===== src/lod_patch_index_generator_macros.svh =====
// assertion macros for the patch index generator
// included by the top level; no other dependencies
`ifndef LOD_PATCH_INDEX_GENERATOR_MACROS_SVH
`define LOD_PATCH_INDEX_GENERATOR_MACROS_SVH

// same-cycle implication, disabled during reset
`define LODPIG_ASSERT_NOW(lbl, clk, rst, ante, cons) \
   lbl: assert property (@(posedge clk) disable iff (rst) (ante) |-> (cons)) \
      else $error("lodpig: same-cycle check failed");

// next-cycle implication, disabled during reset
`define LODPIG_ASSERT_NEXT(lbl, clk, rst, ante, cons) \
   lbl: assert property (@(posedge clk) disable iff (rst) (ante) |=> (cons)) \
      else $error("lodpig: next-cycle check failed");

`endif


===== src/lodpig_pkg.sv =====
// shared types, widths and codes of the patch index generator
// no dependencies; imported by every module of the block
package lodpig_pkg;

   localparam int MAX_CHUNK_LOG2_DEF = 8;

   localparam int VERTEX_W = 17;
   localparam int COUNT_W  = 18;
   localparam int LEVEL_W  = 3;
   localparam int CHUNK_W  = 4;
   localparam int SUB_W    = 2;

   localparam int REQ_DATA_W = 8;
   localparam int RSP_DATA_W = 72;
   localparam int RSP_PAD_W  = RSP_DATA_W - 3 * VERTEX_W - COUNT_W - 1;

   localparam logic [CHUNK_W-1:0] CHUNK_RESET = 4'd5;

   // request kinds carried on tuser
   localparam logic OP_START   = 1'b0;
   localparam logic OP_ADVANCE = 1'b1;

   // triangle position inside a cell or a fan step
   localparam logic [SUB_W-1:0] SUB_FIRST = 2'd0;
   localparam logic [SUB_W-1:0] SUB_MID   = 2'd1;
   localparam logic [SUB_W-1:0] SUB_LAST  = 2'd2;

   typedef enum logic [6:0] {
      PH_IDLE  = 7'b0000001,
      PH_INNER = 7'b0000010,
      PH_UP    = 7'b0000100,
      PH_DOWN  = 7'b0001000,
      PH_LEFT  = 7'b0010000,
      PH_RIGHT = 7'b0100000,
      PH_DONE  = 7'b1000000
   } phase_type;

   typedef struct packed {
      logic down;
      logic up;
      logic right;
      logic left;
   } edges_type;

   typedef struct packed {
      phase_type        phase;
      logic [SUB_W-1:0] sub;
   } walk_type;

   // phases that still produce triangles
   function automatic logic phase_active(input phase_type p);
      phase_active = !(p == PH_IDLE || p == PH_DONE);
   endfunction

endpackage


===== src/lodpig_seek.sv =====
// finds the next triangle of the list at or after a given walk position
// depends on lodpig_pkg
module lodpig_seek import lodpig_pkg::*; #(
   parameter int CW = MAX_CHUNK_LOG2_DEF + 1
) (
   input  walk_type        cur_walk,
   input  logic [CW-1:0]   cur_x,
   input  logic [CW-1:0]   cur_y,
   input  logic [CW-1:0]   cells,
   input  edges_type       edges,
   output walk_type        nxt_walk,
   output logic [CW-1:0]   nxt_x,
   output logic [CW-1:0]   nxt_y
);

   localparam int EW = CW + 1;

   logic [EW-1:0] ne, xe, ye, lw, rw, uw, dw, along;
   logic          x_fit, y_fit, row_ok_cur, row_ok_nxt, col_ok_cur;
   logic          is_row_fan, f0, f2, cells_nz;
   logic          after_up, after_down, after_left, after_right;
   logic          cand_ok;
   walk_type      cand_walk;
   logic [CW-1:0] cand_x, cand_y;

   // widened operands so sums never wrap
   assign ne = {1'b0, cells};
   assign xe = {1'b0, cur_x};
   assign ye = {1'b0, cur_y};
   assign lw = EW'(edges.left);
   assign rw = EW'(edges.right);
   assign uw = EW'(edges.up);
   assign dw = EW'(edges.down);
   assign cells_nz = (cells != '0);

   // interior rectangle bounds after trimming stitched borders
   assign x_fit      = (lw + rw + EW'(1)) <= ne;
   assign y_fit      = (uw + dw + EW'(1)) <= ne;
   assign row_ok_cur = (ye >= uw) && ((ye + dw + EW'(1)) <= ne);
   assign row_ok_nxt = (ye + dw + EW'(2)) <= ne;
   assign col_ok_cur = (xe >= lw) && ((xe + rw + EW'(1)) <= ne);

   // fan walking axis and corner drop flags
   assign is_row_fan = (cur_walk.phase == PH_UP) || (cur_walk.phase == PH_DOWN);
   assign along      = is_row_fan ? xe : ye;
   assign f0         = is_row_fan ? edges.left : edges.up;
   assign f2         = is_row_fan ? edges.right : edges.down;

   // phases that follow the current one
   assign after_up    = (cur_walk.phase == PH_INNER);
   assign after_down  = after_up || (cur_walk.phase == PH_UP);
   assign after_left  = after_down || (cur_walk.phase == PH_DOWN);
   assign after_right = after_left || (cur_walk.phase == PH_LEFT);

   // first present position inside the current phase
   always_comb begin
      cand_ok   = 1'b0;
      cand_walk = cur_walk;
      cand_x    = cur_x;
      cand_y    = cur_y;
      case (cur_walk.phase)
         PH_INNER: begin
            if (uw > ye) begin
               cand_ok       = x_fit && y_fit;
               cand_x        = CW'(edges.left);
               cand_y        = CW'(edges.up);
               cand_walk.sub = SUB_FIRST;
            end else if (row_ok_cur) begin
               if (lw > xe) begin
                  cand_ok       = x_fit;
                  cand_x        = CW'(edges.left);
                  cand_walk.sub = SUB_FIRST;
               end else if (col_ok_cur) begin
                  cand_ok = 1'b1;
               end else begin
                  cand_ok       = x_fit && row_ok_nxt;
                  cand_x        = CW'(edges.left);
                  cand_y        = cur_y + CW'(1);
                  cand_walk.sub = SUB_FIRST;
               end
            end
         end
         PH_UP, PH_DOWN, PH_LEFT, PH_RIGHT: begin
            if (along >= ne) begin
               cand_ok = 1'b0;
            end else if (cur_walk.sub == SUB_FIRST && f0 && along == '0) begin
               cand_ok       = 1'b1;
               cand_walk.sub = SUB_MID;
            end else if (cur_walk.sub == SUB_LAST && f2 && (along + EW'(2)) == ne) begin
               cand_ok = 1'b0;
            end else begin
               cand_ok = 1'b1;
            end
         end
         default: begin
            cand_ok = 1'b0;
         end
      endcase
   end

   // take the candidate or the first triangle of a later fan
   always_comb begin
      nxt_walk = cur_walk;
      nxt_x    = cur_x;
      nxt_y    = cur_y;
      if (phase_active(cur_walk.phase)) begin
         if (cand_ok) begin
            nxt_walk = cand_walk;
            nxt_x    = cand_x;
            nxt_y    = cand_y;
         end else begin
            nxt_x = '0;
            nxt_y = '0;
            if (after_up && edges.up && cells_nz) begin
               nxt_walk.phase = PH_UP;
               nxt_walk.sub   = edges.left ? SUB_MID : SUB_FIRST;
            end else if (after_down && edges.down && cells_nz) begin
               nxt_walk.phase = PH_DOWN;
               nxt_walk.sub   = edges.left ? SUB_MID : SUB_FIRST;
            end else if (after_left && edges.left && cells_nz) begin
               nxt_walk.phase = PH_LEFT;
               nxt_walk.sub   = edges.up ? SUB_MID : SUB_FIRST;
            end else if (after_right && edges.right && cells_nz) begin
               nxt_walk.phase = PH_RIGHT;
               nxt_walk.sub   = edges.up ? SUB_MID : SUB_FIRST;
            end else begin
               nxt_walk.phase = PH_DONE;
               nxt_walk.sub   = SUB_FIRST;
            end
         end
      end
   end

endmodule


===== src/lodpig_tri.sv =====
// vertex indices of the triangle at the current walk position
// depends on lodpig_pkg
module lodpig_tri import lodpig_pkg::*; #(
   parameter int CW = MAX_CHUNK_LOG2_DEF + 1
) (
   input  walk_type              walk,
   input  logic [CW-1:0]         cell_x,
   input  logic [CW-1:0]         cell_y,
   input  logic [CW-1:0]         cells,
   input  logic [CHUNK_W-1:0]    shift,
   output logic [VERTEX_W-1:0]   vertex_a,
   output logic [VERTEX_W-1:0]   vertex_b,
   output logic [VERTEX_W-1:0]   vertex_c
);

   localparam int VW = VERTEX_W;

   logic [VW-1:0] x0, x1, x2, y0, y1, y2, nl, nm, one;
   logic [VW-1:0] ax, ay, bx, by, cx, cy;

   // row-major index; side is cells + 1 and cells is a power of two
   function automatic logic [VW-1:0] vtx_idx(input logic [VW-1:0] col,
                                             input logic [VW-1:0] row,
                                             input logic [CHUNK_W-1:0] sh);
      vtx_idx = (row << sh) + row + col;
   endfunction

   assign x0  = VW'(cell_x);
   assign x1  = x0 + VW'(1);
   assign x2  = x0 + VW'(2);
   assign y0  = VW'(cell_y);
   assign y1  = y0 + VW'(1);
   assign y2  = y0 + VW'(2);
   assign nl  = VW'(cells);
   assign nm  = nl - VW'(1);
   assign one = VW'(1);

   // corner coordinates per phase and sub-triangle
   always_comb begin
      ax = '0; ay = '0; bx = '0; by = '0; cx = '0; cy = '0;
      case (walk.phase)
         PH_INNER: begin
            ax = x0; ay = y0;
            if (walk.sub == SUB_FIRST) begin
               bx = x1; by = y1; cx = x1; cy = y0;
            end else begin
               bx = x0; by = y1; cx = x1; cy = y1;
            end
         end
         PH_UP: begin
            case (walk.sub)
               SUB_FIRST: begin
                  ax = x0; ay = '0; bx = x0; by = one; cx = x1; cy = one;
               end
               SUB_MID: begin
                  ax = x0; ay = '0; bx = x1; by = one; cx = x2; cy = '0;
               end
               default: begin
                  ax = x2; ay = one; bx = x2; by = '0; cx = x1; cy = one;
               end
            endcase
         end
         PH_DOWN: begin
            case (walk.sub)
               SUB_FIRST: begin
                  ax = x1; ay = nm; bx = x0; by = nm; cx = x0; cy = nl;
               end
               SUB_MID: begin
                  ax = x2; ay = nl; bx = x1; by = nm; cx = x0; cy = nl;
               end
               default: begin
                  ax = x1; ay = nm; bx = x2; by = nl; cx = x2; cy = nm;
               end
            endcase
         end
         PH_LEFT: begin
            case (walk.sub)
               SUB_FIRST: begin
                  ax = one; ay = y1; bx = one; by = y0; cx = '0; cy = y0;
               end
               SUB_MID: begin
                  ax = '0; ay = y2; bx = one; by = y1; cx = '0; cy = y0;
               end
               default: begin
                  ax = one; ay = y1; bx = '0; by = y2; cx = one; cy = y2;
               end
            endcase
         end
         default: begin
            // right fan
            case (walk.sub)
               SUB_FIRST: begin
                  ax = nl; ay = y0; bx = nm; by = y0; cx = nm; cy = y1;
               end
               SUB_MID: begin
                  ax = nl; ay = y0; bx = nm; by = y1; cx = nl; cy = y2;
               end
               default: begin
                  ax = nm; ay = y2; bx = nl; by = y2; cx = nm; cy = y1;
               end
            endcase
         end
      endcase
   end

   assign vertex_a = vtx_idx(ax, ay, shift);
   assign vertex_b = vtx_idx(bx, by, shift);
   assign vertex_c = vtx_idx(cx, cy, shift);

endmodule


===== src/lod_patch_index_generator.sv =====
// Patch index generator: emits the triangle list of one square patch at a
// chosen level of detail, with crack-free stitching on flagged edges.
// Channels: req (tuser = op, 0 start / 1 advance; tdata = level and edge
// flags) and rsp (one transfer per advance: three vertex indices, running
// count and bad flag in tdata, triangle_valid on tuser, last_triangle on
// tlast). A start produces no rsp transfer.
// The csr port writes chunk_log2 (log2 of cells per side, reset value 5).
// The result of an advance sits in the output register in the cycle after
// its req transfer. Throughput: one item per cycle unless rsp stalls or a
// csr write is pending, set by the single walk-position register that the
// next-triangle search updates. In the cycle after a csr write, req_tready
// is low while the stored position is re-resolved against the new patch size.
// The output register holds one result; req_tready follows its free state,
// so a stalled receiver stops input with no item lost.
// Reset (synchronous) empties the output register, returns the walk to
// idle, clears count and bad flag, and sets chunk_log2 to 5.
// Depends on lodpig_pkg, lodpig_seek, lodpig_tri and the macros header.
`include "lod_patch_index_generator_macros.svh"

module lod_patch_index_generator import lodpig_pkg::*; #(
   parameter int MAX_CHUNK_LOG2 = MAX_CHUNK_LOG2_DEF
) (
   input  logic                    clock,
   input  logic                    reset,
   // configuration write
   input  logic                    csr_wr_en,
   input  logic [CHUNK_W-1:0]      csr_wr_data,    // chunk_log2
   // request channel
   input  logic                    req_tvalid,
   output logic                    req_tready,
   input  logic [REQ_DATA_W-1:0]   req_tdata,      // level[2:0], edge_left, edge_right,
                                                   // edge_up, edge_down, zero pad
   input  logic                    req_tuser,      // op
   // result channel
   output logic                    rsp_tvalid,
   input  logic                    rsp_tready,
   output logic [RSP_DATA_W-1:0]   rsp_tdata,      // vertex_a, vertex_b, vertex_c,
                                                   // triangle_count, bad_request, zero pad
   output logic                    rsp_tuser,      // triangle_valid
   output logic                    rsp_tlast       // last_triangle
);

   localparam int CW = MAX_CHUNK_LOG2 + 1;
   localparam logic [CHUNK_W-1:0] MAX_LG = CHUNK_W'(MAX_CHUNK_LOG2);

   // state
   logic [CHUNK_W-1:0]  chunk_ff, chunk_in;
   logic                reseek_ff, reseek_in;
   walk_type            walk_ff, walk_in;
   logic [CW-1:0]       x_ff, x_in, y_ff, y_in;
   logic [LEVEL_W-1:0]  level_ff, level_in;
   edges_type           edges_ff, edges_in;
   logic [COUNT_W-1:0]  count_ff, count_in;
   logic                bad_ff, bad_in;

   // output register
   logic                rsp_valid_ff, rsp_valid_in;
   logic [VERTEX_W-1:0] rsp_a_ff, rsp_a_in, rsp_b_ff, rsp_b_in, rsp_c_ff, rsp_c_in;
   logic                rsp_tri_ff, rsp_tri_in, rsp_last_ff, rsp_last_in;
   logic [COUNT_W-1:0]  rsp_count_ff, rsp_count_in;
   logic                rsp_bad_ff, rsp_bad_in;

   // request decode and control
   logic                accept, take_start, take_adv, active, last_now, start_bad;
   logic [LEVEL_W-1:0]  req_level, lvl_sel;
   edges_type           req_edges, edges_sel;
   logic [CHUNK_W-1:0]  lg, shift;
   logic                too_fine;
   logic [CW-1:0]       cells;
   logic [COUNT_W-1:0]  count_inc;

   // walk datapath
   walk_type            adv_walk, src_walk, sk_walk;
   logic [CW-1:0]       adv_x, adv_y, src_x, src_y, sk_x, sk_y;
   logic [VERTEX_W-1:0] tri_a, tri_b, tri_c;

   assign req_level = req_tdata[2:0];
   assign req_edges = edges_type'({req_tdata[6], req_tdata[5], req_tdata[4], req_tdata[3]});

   // handshake: hold off in the cycle after a csr write, else follow the output slot
   assign req_tready = !reseek_ff && (!rsp_valid_ff || rsp_tready);
   assign accept     = req_tvalid && req_tready;
   assign take_start = accept && (req_tuser == OP_START);
   assign take_adv   = accept && (req_tuser == OP_ADVANCE);
   assign active     = phase_active(walk_ff.phase);

   // patch size from the saturated chunk size and the level in use
   assign lvl_sel   = take_start ? req_level : level_ff;
   assign edges_sel = take_start ? req_edges : edges_ff;
   assign lg        = (chunk_ff > MAX_LG) ? MAX_LG : chunk_ff;
   assign too_fine  = CHUNK_W'(lvl_sel) > lg;
   assign shift     = lg - CHUNK_W'(lvl_sel);
   assign cells     = too_fine ? '0 : (CW'(1) << shift);
   assign start_bad = (edges_sel != 4'b0000) && (cells < CW'(2));
   assign count_inc = count_ff + COUNT_W'(1);

   // step past the current triangle
   always_comb begin
      adv_walk = walk_ff;
      adv_x    = x_ff;
      adv_y    = y_ff;
      if (walk_ff.phase == PH_INNER) begin
         if (walk_ff.sub == SUB_FIRST) begin
            adv_walk.sub = SUB_MID;
         end else begin
            adv_walk.sub = SUB_FIRST;
            adv_x        = x_ff + CW'(1);
         end
      end else if (walk_ff.sub != SUB_LAST) begin
         adv_walk.sub = walk_ff.sub + SUB_W'(1);
      end else begin
         adv_walk.sub = SUB_FIRST;
         if (walk_ff.phase == PH_UP || walk_ff.phase == PH_DOWN) begin
            adv_x = x_ff + CW'(2);
         end else begin
            adv_y = y_ff + CW'(2);
         end
      end
   end

   // search start point
   always_comb begin
      src_walk = walk_ff;
      src_x    = x_ff;
      src_y    = y_ff;
      if (take_start) begin
         src_walk.phase = PH_INNER;
         src_walk.sub   = SUB_FIRST;
         src_x          = '0;
         src_y          = '0;
      end else if (take_adv) begin
         src_walk = adv_walk;
         src_x    = adv_x;
         src_y    = adv_y;
      end
   end

   lodpig_seek #(.CW(CW)) u_seek (
      .cur_walk (src_walk),
      .cur_x    (src_x),
      .cur_y    (src_y),
      .cells    (cells),
      .edges    (edges_sel),
      .nxt_walk (sk_walk),
      .nxt_x    (sk_x),
      .nxt_y    (sk_y)
   );

   lodpig_tri #(.CW(CW)) u_tri (
      .walk     (walk_ff),
      .cell_x   (x_ff),
      .cell_y   (y_ff),
      .cells    (cells),
      .shift    (shift),
      .vertex_a (tri_a),
      .vertex_b (tri_b),
      .vertex_c (tri_c)
   );

   assign last_now = (sk_walk.phase == PH_DONE);

   // next walk state
   always_comb begin
      chunk_in  = csr_wr_en ? csr_wr_data : chunk_ff;
      reseek_in = csr_wr_en;
      walk_in   = walk_ff;
      x_in      = x_ff;
      y_in      = y_ff;
      level_in  = level_ff;
      edges_in  = edges_ff;
      count_in  = count_ff;
      bad_in    = bad_ff;
      if (take_start) begin
         level_in = req_level;
         edges_in = req_edges;
         count_in = '0;
         bad_in   = start_bad;
         if (start_bad) begin
            walk_in.phase = PH_DONE;
            walk_in.sub   = SUB_FIRST;
            x_in          = '0;
            y_in          = '0;
         end else begin
            walk_in = sk_walk;
            x_in    = sk_x;
            y_in    = sk_y;
         end
      end else if (take_adv && active) begin
         walk_in  = sk_walk;
         x_in     = sk_x;
         y_in     = sk_y;
         count_in = count_inc;
      end else if (reseek_ff) begin
         walk_in = sk_walk;
         x_in    = sk_x;
         y_in    = sk_y;
      end
   end

   // result register load on an advance transfer
   always_comb begin
      rsp_valid_in = rsp_valid_ff && !rsp_tready;
      rsp_a_in     = rsp_a_ff;
      rsp_b_in     = rsp_b_ff;
      rsp_c_in     = rsp_c_ff;
      rsp_tri_in   = rsp_tri_ff;
      rsp_last_in  = rsp_last_ff;
      rsp_count_in = rsp_count_ff;
      rsp_bad_in   = rsp_bad_ff;
      if (take_adv) begin
         rsp_valid_in = 1'b1;
         rsp_bad_in   = bad_ff;
         if (active) begin
            rsp_a_in     = tri_a;
            rsp_b_in     = tri_b;
            rsp_c_in     = tri_c;
            rsp_tri_in   = 1'b1;
            rsp_last_in  = last_now;
            rsp_count_in = count_inc;
         end else begin
            rsp_a_in     = '0;
            rsp_b_in     = '0;
            rsp_c_in     = '0;
            rsp_tri_in   = 1'b0;
            rsp_last_in  = 1'b0;
            rsp_count_in = count_ff;
         end
      end
   end

   // control registers
   always_ff @(posedge clock) begin
      if (reset) begin
         chunk_ff     <= CHUNK_RESET;
         reseek_ff    <= 1'b0;
         walk_ff      <= '{phase: PH_IDLE, sub: SUB_FIRST};
         x_ff         <= '0;
         y_ff         <= '0;
         level_ff     <= '0;
         edges_ff     <= '0;
         count_ff     <= '0;
         bad_ff       <= 1'b0;
         rsp_valid_ff <= 1'b0;
      end else begin
         chunk_ff     <= chunk_in;
         reseek_ff    <= reseek_in;
         walk_ff      <= walk_in;
         x_ff         <= x_in;
         y_ff         <= y_in;
         level_ff     <= level_in;
         edges_ff     <= edges_in;
         count_ff     <= count_in;
         bad_ff       <= bad_in;
         rsp_valid_ff <= rsp_valid_in;
      end
   end

   // result payload
   always_ff @(posedge clock) begin
      rsp_a_ff     <= rsp_a_in;
      rsp_b_ff     <= rsp_b_in;
      rsp_c_ff     <= rsp_c_in;
      rsp_tri_ff   <= rsp_tri_in;
      rsp_last_ff  <= rsp_last_in;
      rsp_count_ff <= rsp_count_in;
      rsp_bad_ff   <= rsp_bad_in;
   end

   assign rsp_tvalid = rsp_valid_ff;
   assign rsp_tdata  = {{RSP_PAD_W{1'b0}}, rsp_bad_ff, rsp_count_ff,
                        rsp_c_ff, rsp_b_ff, rsp_a_ff};
   assign rsp_tuser  = rsp_tri_ff;
   assign rsp_tlast  = rsp_last_ff;

   // checks
   `LODPIG_ASSERT_NEXT(a_last_ends_list, clock, reset, take_adv && active && last_now, walk_ff.phase == PH_DONE)
   `LODPIG_ASSERT_NEXT(a_count_step, clock, reset, take_adv && active, count_ff == COUNT_W'($past(count_ff) + 1'b1))
   `LODPIG_ASSERT_NEXT(a_cfg_stall, clock, reset, csr_wr_en, !req_tready)
   `LODPIG_ASSERT_NOW(a_bad_is_done, clock, reset, bad_ff, walk_ff.phase == PH_DONE)

endmodule

===== config.mk =====
export PLATFORM = sky130hd
export DESIGN_NAME = lod_patch_index_generator
export DESIGN_NICKNAME = d
export VERILOG_FILES = /design/src/lodpig_pkg.sv /design/src/lodpig_seek.sv /design/src/lodpig_tri.sv /design/src/lod_patch_index_generator.sv
export VERILOG_INCLUDE_DIRS = /design/src /design/src/src
export SDC_FILE = /design/constraint.sdc
export NUM_CORES = 1
export LEC_CHECK = 0
export ABC_AREA = 1
export BUFFER_PORTS_ARGS = -buffer_cell sky130_fd_sc_hd__clkbuf_2
export CORE_UTILIZATION = 50
export DETAILED_ROUTE_END_ITERATION = 6
export PLACE_DENSITY = 0.67
export SYNTH_ARGS = -nofsm -noshare
export SYNTH_HDL_FRONTEND = slang
export SYNTH_SLANG_ARGS = --single-unit
export TNS_END_PERCENT = 5

===== constraint.sdc =====
create_clock -name clock -period 13.92 [get_ports clock]
set_clock_uncertainty 0.2 [all_clocks]
set_input_delay 2.784 -clock clock [delete_from_list [all_inputs] [get_ports clock]]
set_output_delay 2.784 -clock clock [all_outputs]
set_load 0.05 [all_outputs]

* Word level (Yosys, flattened, before mapping)
Index checks and enable logic that the tools add are counted.
Widths: inputs -> output; s select.
** Word-level totals
- Logic and storage cells :: 225
- Register bits after elaboration :: 131
- Output and inout bits :: 76
- Bits of input ports :: 18
** Cells by class
- Equal/unequal tests :: 18
- Bitwise gates (word level) :: 1
- Shift-type cells :: 4
- $add $sub $neg :: 28
- Magnitude comparators :: 13
- Muxes and demuxes :: 95
- Reductions and logical operators :: 45
** Operators by type and width (number)
- $mux 9 :: 46
- $pmux 17 s4 :: 4
- $mux 17 :: 9
- $add 17x17->17 :: 6
- $pmux 17 s3 :: 2
- $pmux 17 s2 :: 2
- $shl 17x4->17 :: 3
- $le 10x9->1 :: 5
- $add 10x1->10 const B :: 4
- $logic_and 1x1->1 :: 23
- $eq 7x7->1 const B :: 3
- $add 10x2->10 const B :: 2
- $add 9x1->10 :: 2
- $add 9x1->10 const B :: 2
- $add 9x2->10 const B :: 2
- $add 18x1->18 const B :: 1
- $add 9x1->9 const B :: 2
- $add 9x2->9 const B :: 2
- $ge 9x1->1 :: 2
- $gt 1x9->1 :: 2
- $mux 18 :: 1
- $mux 2 :: 9
- $mux 1 :: 17
- $eq 7x1->1 const B :: 2
- 32 further kinds :: 51

* Depth between registers and ports, before layout
Gate-level depths: netlist of run 1.
- Word-level depth :: 22
- Mapped depth :: 57
- Gate-level depth less buffers :: 56

* Hierarchy
A second synthesis of run 1 with hierarchy kept.
** Second synthesis, totals
- Cell total of the unflattened synthesis :: 2882
- Area, all modules :: 18016.0 um^2
** Modules (own cells, without submodules)
- lodpig_tri :: seq. area each 0.0 um^2, cells an instance 1544, instances 1, area an instance 8500.7 um^2
- lod_patch_index_generator :: seq. area each 3343.2 um^2, cells an instance 787, instances 1, area an instance 6383.6 um^2
- lodpig_seek :: seq. area each 0.0 um^2, cells an instance 551, instances 1, area an instance 3131.8 um^2

* Worst setup path after synthesis of run 1
Ideal clock, no wire load.
- Path kind :: input -> register
- Start point :: in rsp_tready
- End point :: reg rsp_a_ff[14] (data pin)
- Stages on the path :: 50
- Buffers on the path :: 1
- Library setup time :: 254 ps
- Data required time :: 13466 ps
- Data arrival time :: 9932 ps
- Path slack :: 3534 ps
- Cells stage by stage :: nor2_1 -> nor2_1 -> nand2_1 -> nor2_1 -> clkbuf_1 -> a21oi_1 -> ha_1 -> fa_1 -> nor2_1 -> inv_1 -> nand3_1 -> nand2_1 -> nor2_1 -> inv_1 -> nor2_1 -> inv_1 -> ha_1 -> xor2_1 -> [... 14 more ...] -> nand2_1 -> a31oi_1 -> nor2_1 -> nor2_1 -> o21bai_1 -> nand2_1 -> nand2_1 -> a21oi_1 -> nor2_1 -> nor2_1 -> o21bai_1 -> nand2_1 -> inv_1 -> o21ai_0 -> nand2_1 -> nand3_1 -> nand2_1 -> o21a_1
** On the way
- Cells in the longest elaborated chain, start to end :: 14
- Elaborated cells between the ends (all ways) :: 17
- Those cells by class :: 4 x add/sub; 1 x order compare; 2 x shift; 6 x mux; 4 x reduce/logical
** RTL lines
- from (decl) :: line lod_patch_index_generator.sv:36 : input logic rsp_tready,
- $logic_or 1x1->1 * :: line lod_patch_index_generator.sv:81 : assign req_tready = !reseek_ff && (!rsp_valid_ff || rsp_tready);
- $logic_and 1x1->1 * :: line lod_patch_index_generator.sv:81
- net req_tready :: line lod_patch_index_generator.sv:30 : output logic req_tready,
- $logic_and 1x1->1 * :: line lod_patch_index_generator.sv:82 : assign accept = req_tvalid && req_tready;
- $logic_and 1x1->1 * :: line lod_patch_index_generator.sv:83 : assign take_start = accept && (req_tuser == OP_START);
- $mux 3 *
- $sub 4x3->4 :: line lod_patch_index_generator.sv:92 : assign shift = lg - CHUNK_W'(lvl_sel);
- $shl 1x4->9 :: line lod_patch_index_generator.sv:93 : assign cells = too_fine ? '0 : (CW'(1) << shift);
- $mux 9 :: line lod_patch_index_generator.sv:93
- $sub 9x1->10 :: line lodpig_tri.sv:35 : assign nm = nl - VW'(1);
- $mux 17 :: line lodpig_tri.sv:64 : case (walk.sub)
- $pmux 17 s4 :: line lodpig_tri.sv:41 : case (walk.phase)
- $shl 17x4->17 :: line lodpig_tri.sv:25 : vtx_idx = (row << sh) + row + col;
- $add 17x17->17 :: line lodpig_tri.sv:25
- $add 17x17->17 * :: line lodpig_tri.sv:25
- to (signal assigned) :: line lod_patch_index_generator.sv:260 : rsp_a_ff <= rsp_a_in;
- to (decl) :: line lod_patch_index_generator.sv:58 : logic [VERTEX_W-1:0] rsp_a_ff, rsp_a_in, rsp_b_ff, rsp_b_in, rsp_c_ff, rsp_c_in;
Mark *: on every way through the listed nets, which the timed path passes. The rest lies on a longest branch.
A chain may end at the register's enable or synchronous reset.

* Final worst setup path of run 1
- Start point :: in rsp_tready
- End point :: reg rsp_a_ff[14] (data pin)
** On the way
- Cells in the longest elaborated chain, start to end :: 14
- Elaborated cells between the ends (all ways) :: 17
- Those cells by class :: 4 x add/sub; 1 x order compare; 2 x shift; 6 x mux; 4 x reduce/logical
** RTL lines (line)
- $logic_or 1x1->1 * :: lod_patch_index_generator.sv:81
- $logic_and 1x1->1 * :: lod_patch_index_generator.sv:81
- $logic_and 1x1->1 * :: lod_patch_index_generator.sv:82
- $logic_and 1x1->1 * :: lod_patch_index_generator.sv:83
- $mux 3 *
- $sub 4x3->4 :: lod_patch_index_generator.sv:92
- $shl 1x4->9 :: lod_patch_index_generator.sv:93
- $mux 9 :: lod_patch_index_generator.sv:93
- $sub 9x1->10 :: lodpig_tri.sv:35
- $mux 17 :: lodpig_tri.sv:64
- $pmux 17 s4 :: lodpig_tri.sv:41
- $shl 17x4->17 :: lodpig_tri.sv:25
- $add 17x17->17 :: lodpig_tri.sv:25
- $add 17x17->17 * :: lodpig_tri.sv:25
Every way passes the cells marked *; elsewhere a longest branch is shown, timed or not.

==> flow_metrics.env, run 1 <==
export IMPL_finalSetupViolCount=0
export IMPL_hold_path_startpoint="bad_ff"
export IMPL_grt_ovfl_total=0
export IMPL_n_antenna_cell=0
export IMPL_synth_ff_type="edfxtp_1"
export IMPL_powerDensity_nw_per_um2=132
export IMPL_drive_gt1_share_pct=9.90
export IMPL_core_area_sq_um=32700
export IMPL_clockBufferDepth=2
export IMPL_most_common_layout_cells="nand2_1 (664), inv_1 (307), o21ai_0 (241)"
export IMPL_synth_warnings=0
export IMPL_slew_violations=0
export IMPL_tns_ns=0
export IMPL_min_period_ns=11.51
export IMPL_cp_max_fo=35
export IMPL_nets=2802
export IMPL_area_growth_pct=8.00
export IMPL_synth_edff_count=72
export IMPL_fin_crit_sh_pct=82.7
export IMPL_htree_levels=4
export IMPL_synth_top_area_share_pct=14.9
export IMPL_routedWlPerCell_microns=19.2
export IMPL_place_congestion=1.04
export IMPL_use_met1_pct=43.2
export IMPL_drc=4
export IMPL_switching_share_pct=51.3
export IMPL_insertion_delay_ns=0.46
export IMPL_netSwitchingPower_mw=1.22
export IMPL_postCtsHoldBufs=0
export IMPL_ys_types=66
export IMPL_drv_cap=0
export IMPL_clock_root_buffer="clkbuf_16"
export IMPL_placementRows=66
export IMPL_whs_ns=0.231
export IMPL_dieArea_sq_um=34200
export IMPL_cts_tree="built"
export IMPL_post_cts_resized=0
export IMPL_die_h_microns=185
export IMPL_grtUsageMet2_pct=56.8
export IMPL_critPathLaunchType="primary input"
export IMPL_rsz0062_at_grt="false"
export IMPL_p_int_mw=1.16
export IMPL_worst_pin_slew_ns=1.18
export IMPL_clk_pin_slew_worst_paths_ns=0.08
export IMPL_drt_iter0_drc=1861
export IMPL_wl_mm=59.1
export IMPL_p_clk_share_pct=18.8
export IMPL_antenna_found_initial=1
export IMPL_end_kind="flip-flop"
export IMPL_synth_seq_area_share_pct=20.0
export IMPL_irDropWorstVdd_uv=94.3
export IMPL_violations="design-rule violations"
export IMPL_cpPeakStageDelay_ns=0.62
export IMPL_vias=18000
export IMPL_leakage_nw=8.51
export IMPL_ios=94
export IMPL_avgSynthCellArea_sq_um=6.44
export IMPL_synthTopCellsByArea="nand2_1 (15%), edfxtp_1 (13%), ha_1 (8.2%), o21ai_0 (7.2%), dfxtp_1 (7.1%)"
export IMPL_grt_max_degree=53
export IMPL_met3_usage_pct=6.35
export IMPL_critPathMostFrequentCell="nand2_1"
export IMPL_max_slew_margin_pct=21.1
export IMPL_syn_area_sq_um=16700
export IMPL_max_freq_mhz=86.8
export IMPL_via_per_inst=5.85
export IMPL_yosys_area_top_type="nand2_1"
export IMPL_layout_commonest_cell="nand2_1"
export IMPL_hp_class="flip-flop to flip-flop"
export IMPL_p_seq_share_pct=19.9
export IMPL_cp_arrival_ns=11.54
export IMPL_crit_path_top_delay_cell="inv_2"
export IMPL_dpl_hpwl_mm=44.5
export IMPL_cts_sinks=131
export IMPL_drt_first_pass_iters=7
export IMPL_numPortBuffers=90
export IMPL_grt_pass1_wl_mm=91.6
export IMPL_netlist_instances=2596
export IMPL_timing_worst_setup_path_type="primary input to flip-flop"
export IMPL_synth_seq_cells=131
export IMPL_timing_hold_violations_final=0
export IMPL_outcome="complete, but fails checks"
export IMPL_required_ns=13.95
export IMPL_combPwrFrac_pct=61.3
export IMPL_post_cts_setup_buffer_count=0
export IMPL_timing_rr_start="reseek_ff"
export IMPL_synthArstFlopShare_pct=0
export IMPL_cts_buffers=17
export IMPL_grt_pass1_vias=16700
export IMPL_busiest_layer="met2"
export IMPL_grt_total_usage_pct=35.1
export IMPL_antenna_left=0
export IMPL_die_width_microns=185
export IMPL_initial_core_util_pct=51.2
export IMPL_startpoint="rsp_tready"
[power groups by stage]
stage	registers [mW]	clock network, mW	logic [mW]
6_report	0.472	0.447	1.46
5_1_grt	0.476	0.468	1.63
4_1_cts	0.472	0.451	1.44
3_5_place_dp	0.481	0	1.43
3_3_place_gp	0.480	0	1.42
2_1_floorplan	0.554	0	0.992
[routing by layer]
| layer | vias up | wire length (microns) |
|---|---|---|
| met4 | 2 | 3650 |
| met5 | - | 16 |
| met2 | 818 | 26700 |
| met1 | 8314 | 24000 |
| met3 | 188 | 4740 |
| li1 | 8693 | - |
[metrics by stage]
stage                     instances  power [mW]  setup slack (ns)  utilization [%]  area, sq um
final                          3078        2.38              2.41             55.3        18100
after global routing           3078        2.58              1.65             55.3        18100
after CTS                      3078        2.37              2.55             55.3        18100
after detailed placement       3046        1.92              2.11             53.6        17500
after global placement         3046        1.90              2.25             53.6        17500
after floorplan                2597        1.55              3.53                -        16700
[logic make-up (layout without fill, tap and decap cells)]
kind of cell | count (synthesis) | in the layout | share of synthesized area [%]
and+or+nand+nor | 1205 | 1205 | 31.2
DFF | 131 | 131 | 20.0
muxes | 4 | 4 | 0.239
AOI/OAI and AO/OA | 577 | 577 | 19.9
xor gates and xnor gates | 77 | 77 | 4.03
adders and majority gates | 161 | 161 | 14.4
buffers and inverters | 440 | 479 | 10.2
other | 1 | 2 | 0.0224
[cells in the mapped netlist (6+ instances only)]
cell type,count
nand3_1,169
nor2_1,219
a31oi_1,15
or2_2,17
o21ai_0,241
nand2_2,18
a221oi_1,9
nand4_1,23
o21ai_2,7
clkbuf_1,83
nor2_2,16
o221ai_1,9
o21a_1,12
ha_1,109
dfxtp_1,59
o21bai_1,11
o2111ai_1,11
fa_1,52
inv_2,12
xnor2_1,12
nor3_1,39
o22ai_1,20
nand2_1,665
a211oi_1,17
nor2_4,7
inv_1,307
edfxtp_1,72
a21oi_1,168
o21ai_1,9
xor2_1,65
nor4_1,7
o211ai_1,20
clkinv_1,6
buf_2,12
buf_1,11
[final cells by class]
type	count	area [sq um]
clock buffer	19	454
clock inverter	13	97.6
fill	3312	14600
inverter	326	1230
multi-input combinational	2026	11700
sequential	131	3340
tap	442	553
timing repair buffer	121	683
[state kept, by name, indices dropped and copies added (netlist names), 3 cells and up]
name / cells
rsp_count_ff: 18
y_ff: 9
level_ff: 3
chunk_ff: 4
count_ff: 18
rsp_c_ff: 17
rsp_b_ff: 17
edges_ff: 4
adv_walk: 7
rsp_a_ff: 17
x_ff: 9
[critical path, delay by kind of cell]
kind / cells / cell delay (ns)
and+or+nand+nor: 30 / 3.82
AOI/OAI and AO/OA: 11 / 1.89
buffers and inverters: 7 / 1.50
adders and majority gates: 3 / 1.19
xor gates and xnor gates: 1 / 0.29
[worst paths after layout]
| path | endpoint | slack, ns | cells past startpoint |
|---|---|---|---|
| max | rsp_a_ff[14] | 2.41 | 52 |
| min | rsp_bad_ff | 0.23 | 0 |
| max reg2reg | rsp_a_ff[14] | 4.33 | 50 |
| min reg2reg | rsp_bad_ff | 0.23 | 0 |
(Power assumes the default switching activity.)
==> run 2, diff against run 1 <==
--- a/config.mk
+++ b/config.mk
@@ -6,7 +6,7 @@
 export SDC_FILE = /design/constraint.sdc
 export NUM_CORES = 1
 export LEC_CHECK = 0
-export ABC_AREA = 1
+export ABC_AREA = 0
 export BUFFER_PORTS_ARGS = -buffer_cell sky130_fd_sc_hd__clkbuf_2
 export CORE_UTILIZATION = 50
 export DETAILED_ROUTE_END_ITERATION = 6
==> constraint.sdc (replaced) <==
create_clock -name clock -period 11.4 [get_ports clock]
set_clock_uncertainty 0.2 [all_clocks]
set_input_delay 2.28 -clock clock [delete_from_list [all_inputs] [get_ports clock]]
set_output_delay 2.28 -clock clock [all_outputs]
set_load 0.05 [all_outputs]
==> run 2 against run 1 <==
The flow now finishes without violations. Sequential power increased by 20%. Wire length increased by 11%. Critical path type unchanged. Via count decreased by 1.3%. Register-to-register slack got worse by 1.8 ns. Clock-buffer cell count decreased by 2. Highest routed layer is now met4. Largest power group unchanged. Final area increased by 4.0%. Critical path depth decreased by 16.
==> flow_metrics.env, run 2 <==
export IMPL_drc=0
export IMPL_synth_seq_area_share_pct=19.4
export IMPL_hp_class="flip-flop to flip-flop"
export IMPL_nets=2471
export IMPL_crit_path_top_delay_cell="o31ai_1"
export IMPL_die_h_microns=188
export IMPL_post_cts_setup_buffer_count=0
export IMPL_ios=94
export IMPL_insertion_delay_ns=0.46
export IMPL_htree_levels=4
export IMPL_finalSetupViolCount=0
export IMPL_drt_first_pass_iters=6
export IMPL_synth_warnings=0
export IMPL_irDropWorstVdd_uv=117
export IMPL_timing_hold_violations_final=0
export IMPL_dp_cells=2721
export IMPL_layout_commonest_cell="nand2_1"
export IMPL_max_slew_margin_pct=29.5
export IMPL_drv_cap=0
export IMPL_wl_mm=65.6
export IMPL_critical_path_top_delay_family="compound AO/OA/AOI/OAI gates"
export IMPL_numPortBuffers=90
export IMPL_instances_no_fill=2754
export IMPL_yosys_area_top_type="edfxtp_1"
export IMPL_area_growth_pct=8.96
export IMPL_drt_iter0_drc=2013
export IMPL_drive_gt1_share_pct=12.2
export IMPL_fin_crit_sh_pct=90.0
export IMPL_grt_ovfl_total=0
export IMPL_cpPeakStageDelay_ns=0.77
export IMPL_cp_arrival_ns=10.25
export IMPL_cts_buffers=17
export IMPL_grt_total_usage_pct=37.4
export IMPL_avgSynthCellArea_sq_um=7.59
export IMPL_powerDensity_nw_per_um2=135
export IMPL_max_freq_mhz=97.5
export IMPL_antenna_found_initial=1
export IMPL_worst_pin_slew_ns=1.05
export IMPL_timing_worst_setup_path_type="primary input to flip-flop"
export IMPL_initial_core_util_pct=51.2
export IMPL_most_common_layout_cells="nand2_1 (238), nor2_1 (233), o21ai_0 (167)"
export IMPL_post_cts_resized=0
export IMPL_synth_top_area_share_pct=12.5
export IMPL_critPathBufInv=4
export IMPL_dieArea_sq_um=35200
export IMPL_cts_tree="built"
export IMPL_routedWlPerCell_microns=23.8
export IMPL_cp_max_fo=7
export IMPL_synthTopCellsByArea="edfxtp_1 (13%), ha_1 (7.9%), dfxtp_1 (6.9%), fa_1 (6.0%), nand2_1 (5.2%)"
export IMPL_clk_pin_slew_worst_paths_ns=0.07
export IMPL_clock_root_buffer="clkbuf_16"
export IMPL_synth_most_common_cell="nand2_1"
export IMPL_place_congestion=1.02
export IMPL_grt_max_degree=61
export IMPL_synth_seq_cells=131
export IMPL_antenna_left=0
export IMPL_required_ns=11.40
export IMPL_synthTopCellsByCount="nand2_1 (238), nor2_1 (235), o21ai_0 (167)"
export IMPL_reg_top3="count_ff: 18 flops, rsp_count_ff: 18 flops"
export IMPL_ys_types=109
export IMPL_synthArstFlopShare_pct=0
export IMPL_end_kind="flip-flop"
export IMPL_slew_violations=0
export IMPL_leakage_nw=7.63
export IMPL_syn_area_sq_um=17200
export IMPL_netlist_instances=2270
export IMPL_dpl_hpwl_mm=50.2
export IMPL_cts_sinks=131
export IMPL_rsz0062_at_grt="false"
export IMPL_grt_pass1_wl_mm=101
export IMPL_critPathLaunchType="primary input"
export IMPL_vias=17800
export IMPL_postCtsHoldBufs=0
export IMPL_via_per_inst=6.45
export IMPL_grt_pass1_vias=16800
export IMPL_synth_ff_type="edfxtp_1"
export IMPL_min_period_ns=10.26
export IMPL_die_width_microns=188
export IMPL_outcome="completed"
export IMPL_tns_ns=0
export IMPL_p_total_mw=2.53
export IMPL_synth_edff_count=72
export IMPL_clockBufferDepth=2
export IMPL_core_area_sq_um=33700
export IMPL_placementRows=67
run 2: cell families (layout without fill, tap and decap cells):
kind of cell               count (synthesis)  in the layout  synth area share (%)
and+or+nand+nor                          824            824                  22.8
AOI/OAI and AO/OA                        661            661                  25.1
buffers and inverters                    265            299                  6.15
adders and majority gates                161            161                  13.9
xor gates and xnor gates                 159            159                  8.25
DFF                                      131            131                  19.4
muxes                                     68             68                  4.34
other                                      1              3                0.0218
run 2: worst register-to-register path: cells and delay by family, from the launching register on:
kind,cells,cell delay [ns]
buf+inv,3,0.47
simple gates,10,1.96
compound gates,15,3.52
fa+ha+maj,4,1.21
mux,3,0.72
flops,1,0.52
run 2: layout make-up:
class | count | area [sq um]
diodes | 1 | 2.50
clock buffers | 17 | 425
clock inverters | 15 | 190
fillers | 3262 | 14900
inverters | 113 | 425
multi-input cells | 1875 | 12900
flip-flops and latches | 131 | 3340
well taps | 448 | 561
repair buffers | 154 | 931
run 2: power breakdown:
part / switching (mW) / internal, mW
logic: 0.892 / 0.482
clock network: 0.258 / 0.334
registers: 0.0176 / 0.548
run 2: path summary, 6_finish.rpt:
check        startpoint      endpoint  slack [ns]  cells past startpoint
max          req_tvalid  rsp_a_ff[16]        1.14                     36
min              bad_ff    rsp_bad_ff        0.26                      0
max reg2reg   reseek_ff  rsp_a_ff[16]        2.52                     35
min reg2reg      bad_ff    rsp_bad_ff        0.26                      0
run 2: through the flow:
| stage | hold WS (ns) | util (%) | worst slack (ns) | area, sq um |
|---|---|---|---|---|
| after global placement | 0.223 | 53.9 | 1.04 | 18200 |
| after global routing | 0.267 | 55.7 | 0.584 | 18800 |
| after floorplan | 0.209 | - | 0.736 | 17200 |
| final | 0.265 | 55.7 | 1.14 | 18800 |
| after CTS | 0.260 | 55.7 | 1.27 | 18800 |
| after detailed placement | 0.250 | 53.9 | 0.909 | 18200 |
run 2: per-layer routing:
layer / up-vias / global-route usage [%] / wire (microns)
met5: - / 0 / 0
met2: 924 / 58.1 / 28800
met3: 232 / 6.16 / 5390
met1: 8344 / 47.4 / 26500
li1: 8277 / - / -
met4: 0 / 26.2 / 4920
==> run 3, diff against run 2 <==
--- a/config.mk
+++ b/config.mk
@@ -8,7 +8,9 @@
 export LEC_CHECK = 0
 export ABC_AREA = 0
 export BUFFER_PORTS_ARGS = -buffer_cell sky130_fd_sc_hd__clkbuf_2
+export CORE_MARGIN = 2
 export CORE_UTILIZATION = 50
+export CTS_CLUSTER_DIAMETER = 30
 export DETAILED_ROUTE_END_ITERATION = 6
 export PLACE_DENSITY = 0.67
 export SYNTH_ARGS = -nofsm -noshare
==> run 3 against run 2 <==
Core utilization is 1.1 points lower. Sequential cell count stayed put. Clock power is 1% lower. Hold slack worse by 0.034 ns. Critical path type unchanged. Critical endpoint unchanged. Largest cell class unchanged. Largest power group unchanged. Highest routed layer is now met5.
==> flow_metrics.env, run 3 (synthesized netlist as in run 2, its figures left out) <==
export IMPL_drc=0
export IMPL_placementRows=68
export IMPL_die_width_microns=190
export IMPL_clock_root_buffer="clkbuf_16"
export IMPL_wl_mm=67.2
export IMPL_routedWlPerCell_microns=24.4
export IMPL_hp_class="flip-flop to flip-flop"
export IMPL_grt_pass1_wl_mm=103
export IMPL_outcome="completed"
export IMPL_tns_ns=0
export IMPL_end_kind="flip-flop"
export IMPL_dieArea_sq_um=36000
export IMPL_grt_total_usage_pct=37.5
export IMPL_via_per_inst=6.57
export IMPL_cts_buffers=17
export IMPL_dpl_worst_slack_ns=1.11
export IMPL_slew_violations=0
export IMPL_die_h_microns=190
export IMPL_seqCellArea_sq_um=3340
export IMPL_crit_path_top_delay_cell="mux4_2"
export IMPL_grt_ovfl_total=0
export IMPL_clk_pin_slew_worst_paths_ns=0.07
export IMPL_min_period_ns=9.92
export IMPL_post_cts_setup_buffer_count=0
export IMPL_timing_hold_violations_final=0
export IMPL_cts_tree="built"
export IMPL_post_cts_resized=0
export IMPL_antenna_found_initial=3
export IMPL_reg_top3="count_ff: 18 flops, rsp_count_ff: 18 flops"
export IMPL_cp_max_fo=8
export IMPL_instances_no_fill=2757
export IMPL_powerDensity_nw_per_um2=135
export IMPL_dp_cells=2723
export IMPL_drv_cap=0
export IMPL_clockBufferDepth=2
export IMPL_max_freq_mhz=101
export IMPL_drive_gt1_share_pct=12.0
export IMPL_cpPeakStageDelay_ns=0.59
export IMPL_post_dp_cell_area_sq_um=18100
export IMPL_critPathLaunchType="primary input"
export IMPL_most_common_layout_cells="nand2_1 (237), nor2_1 (233), o21ai_0 (167)"
export IMPL_grt_max_degree=70
export IMPL_multiInputGateArea_sq_um=12900
export IMPL_fin_ws_ns=1.48
export IMPL_drt_iter0_drc=2142
export IMPL_timing_worst_setup_path_type="primary input to flip-flop"
export IMPL_postCtsHoldBufs=0
export IMPL_grt_pass1_vias=17200
export IMPL_final_area_sq_um=18700
export IMPL_dpl_hpwl_mm=50.7
export IMPL_antenna_left=0
export IMPL_nets=2466
export IMPL_cts_sinks=131
export IMPL_whs_ns=0.230
export IMPL_cp_arrival_ns=9.91
export IMPL_rsz0062_at_grt="false"
export IMPL_nFillCells=3325
export IMPL_numPortBuffers=90
export IMPL_drt_first_pass_iters=6
export IMPL_ios=94
export IMPL_required_ns=11.39
export IMPL_insertion_delay_ns=0.46
export IMPL_vias=18100
export IMPL_finalSetupViolCount=0
export IMPL_core_area_sq_um=34300
export IMPL_worst_pin_slew_ns=1.18
export IMPL_initial_core_util_pct=50.3
export IMPL_htree_levels=4
export IMPL_fin_crit_sh_pct=87.0
export IMPL_leakage_nw=7.60
export IMPL_max_slew_margin_pct=21.0
export IMPL_irDropWorstVdd_uv=114
export IMPL_layout_commonest_cell="nand2_1"
export IMPL_place_congestion=0.977
export IMPL_area_growth_pct=8.73
==> run 3: cell types whose count changed in the layout (fill, tap and decap cells not counted) <==
| cell | delta |
|---|---|
| buf_4 | -5 |
| bufinv_16 | -1 |
| clkinv_2 | -1 |
| clkinv_4 | -1 |
| clkinvlp_4 | +1 |
| diode_2 | +1 |
| fa_1 | +1 |
| fa_2 | -1 |
| inv_8 | +2 |
| nand2_1 | -1 |
| nand2_2 | +1 |
==> run 3: power breakdown <==
part / switching, mW / leakage [nW] / internal, mW
Sequential: 0.0176 / 1.15 / 0.548
Clock: 0.269 / 0.295 / 0.315
Combinational: 0.895 / 6.16 / 0.479
Total: 1.18 / 7.60 / 1.34
==> run 3: path summary, 6_finish.rpt <==
kind | startpoint | end | slack, ns | cells past startpoint
max | rsp_tready | rsp_a_ff[16] | 1.48 | 33
min | bad_ff | rsp_bad_ff | 0.23 | 0
max reg2reg | reseek_ff | rsp_a_ff[16] | 2.70 | 31
min reg2reg | bad_ff | rsp_bad_ff | 0.23 | 0
==> run 3: stage by stage <==
step / power [mW] / util [%]
floorplan: 1.54 / -
global placement: 1.90 / 52.9
detailed placement: 1.92 / 52.9
CTS: 2.51 / 54.7
global route: 2.69 / 54.7
finish: 2.52 / 54.7
==> run 3: cell type report <==
| class | count | share of cell area, % |
|---|---|---|
| inverter | 113 | 2.27 |
| antenna | 2 | 0.0267 |
| sequential | 131 | 17.8 |
| tap | 455 | 3.04 |
| multi-input combinational | 1875 | 68.8 |
| clock inverter | 15 | 0.941 |
| timing repair buffer | 149 | 4.77 |
| clock buffer | 17 | 2.27 |
==> run 3: layer usage <==
layer | up-vias | track usage (%) | share of wire [%] | wire, microns
li1 | 8274 | - | - | -
met1 | 8658 | 47.3 | 41 | 27200
met2 | 964 | 59.3 | 44 | 29500
met3 | 219 | 9.41 | 9.7 | 6510
met4 | 4 | 19.6 | 5.8 | 3890
met5 | - | 0 | 0.042 | 28
==> run 3: worst max-delay path, delay by kind of cell <==
kind	cells	cell delay, ns
AOI/OAI and AO/OA	11	2.32
adders and majority gates	4	1.82
and+or+nand+nor	8	1.21
muxes	3	1.00
xor gates and xnor gates	2	0.69
buffers and inverters	5	0.60
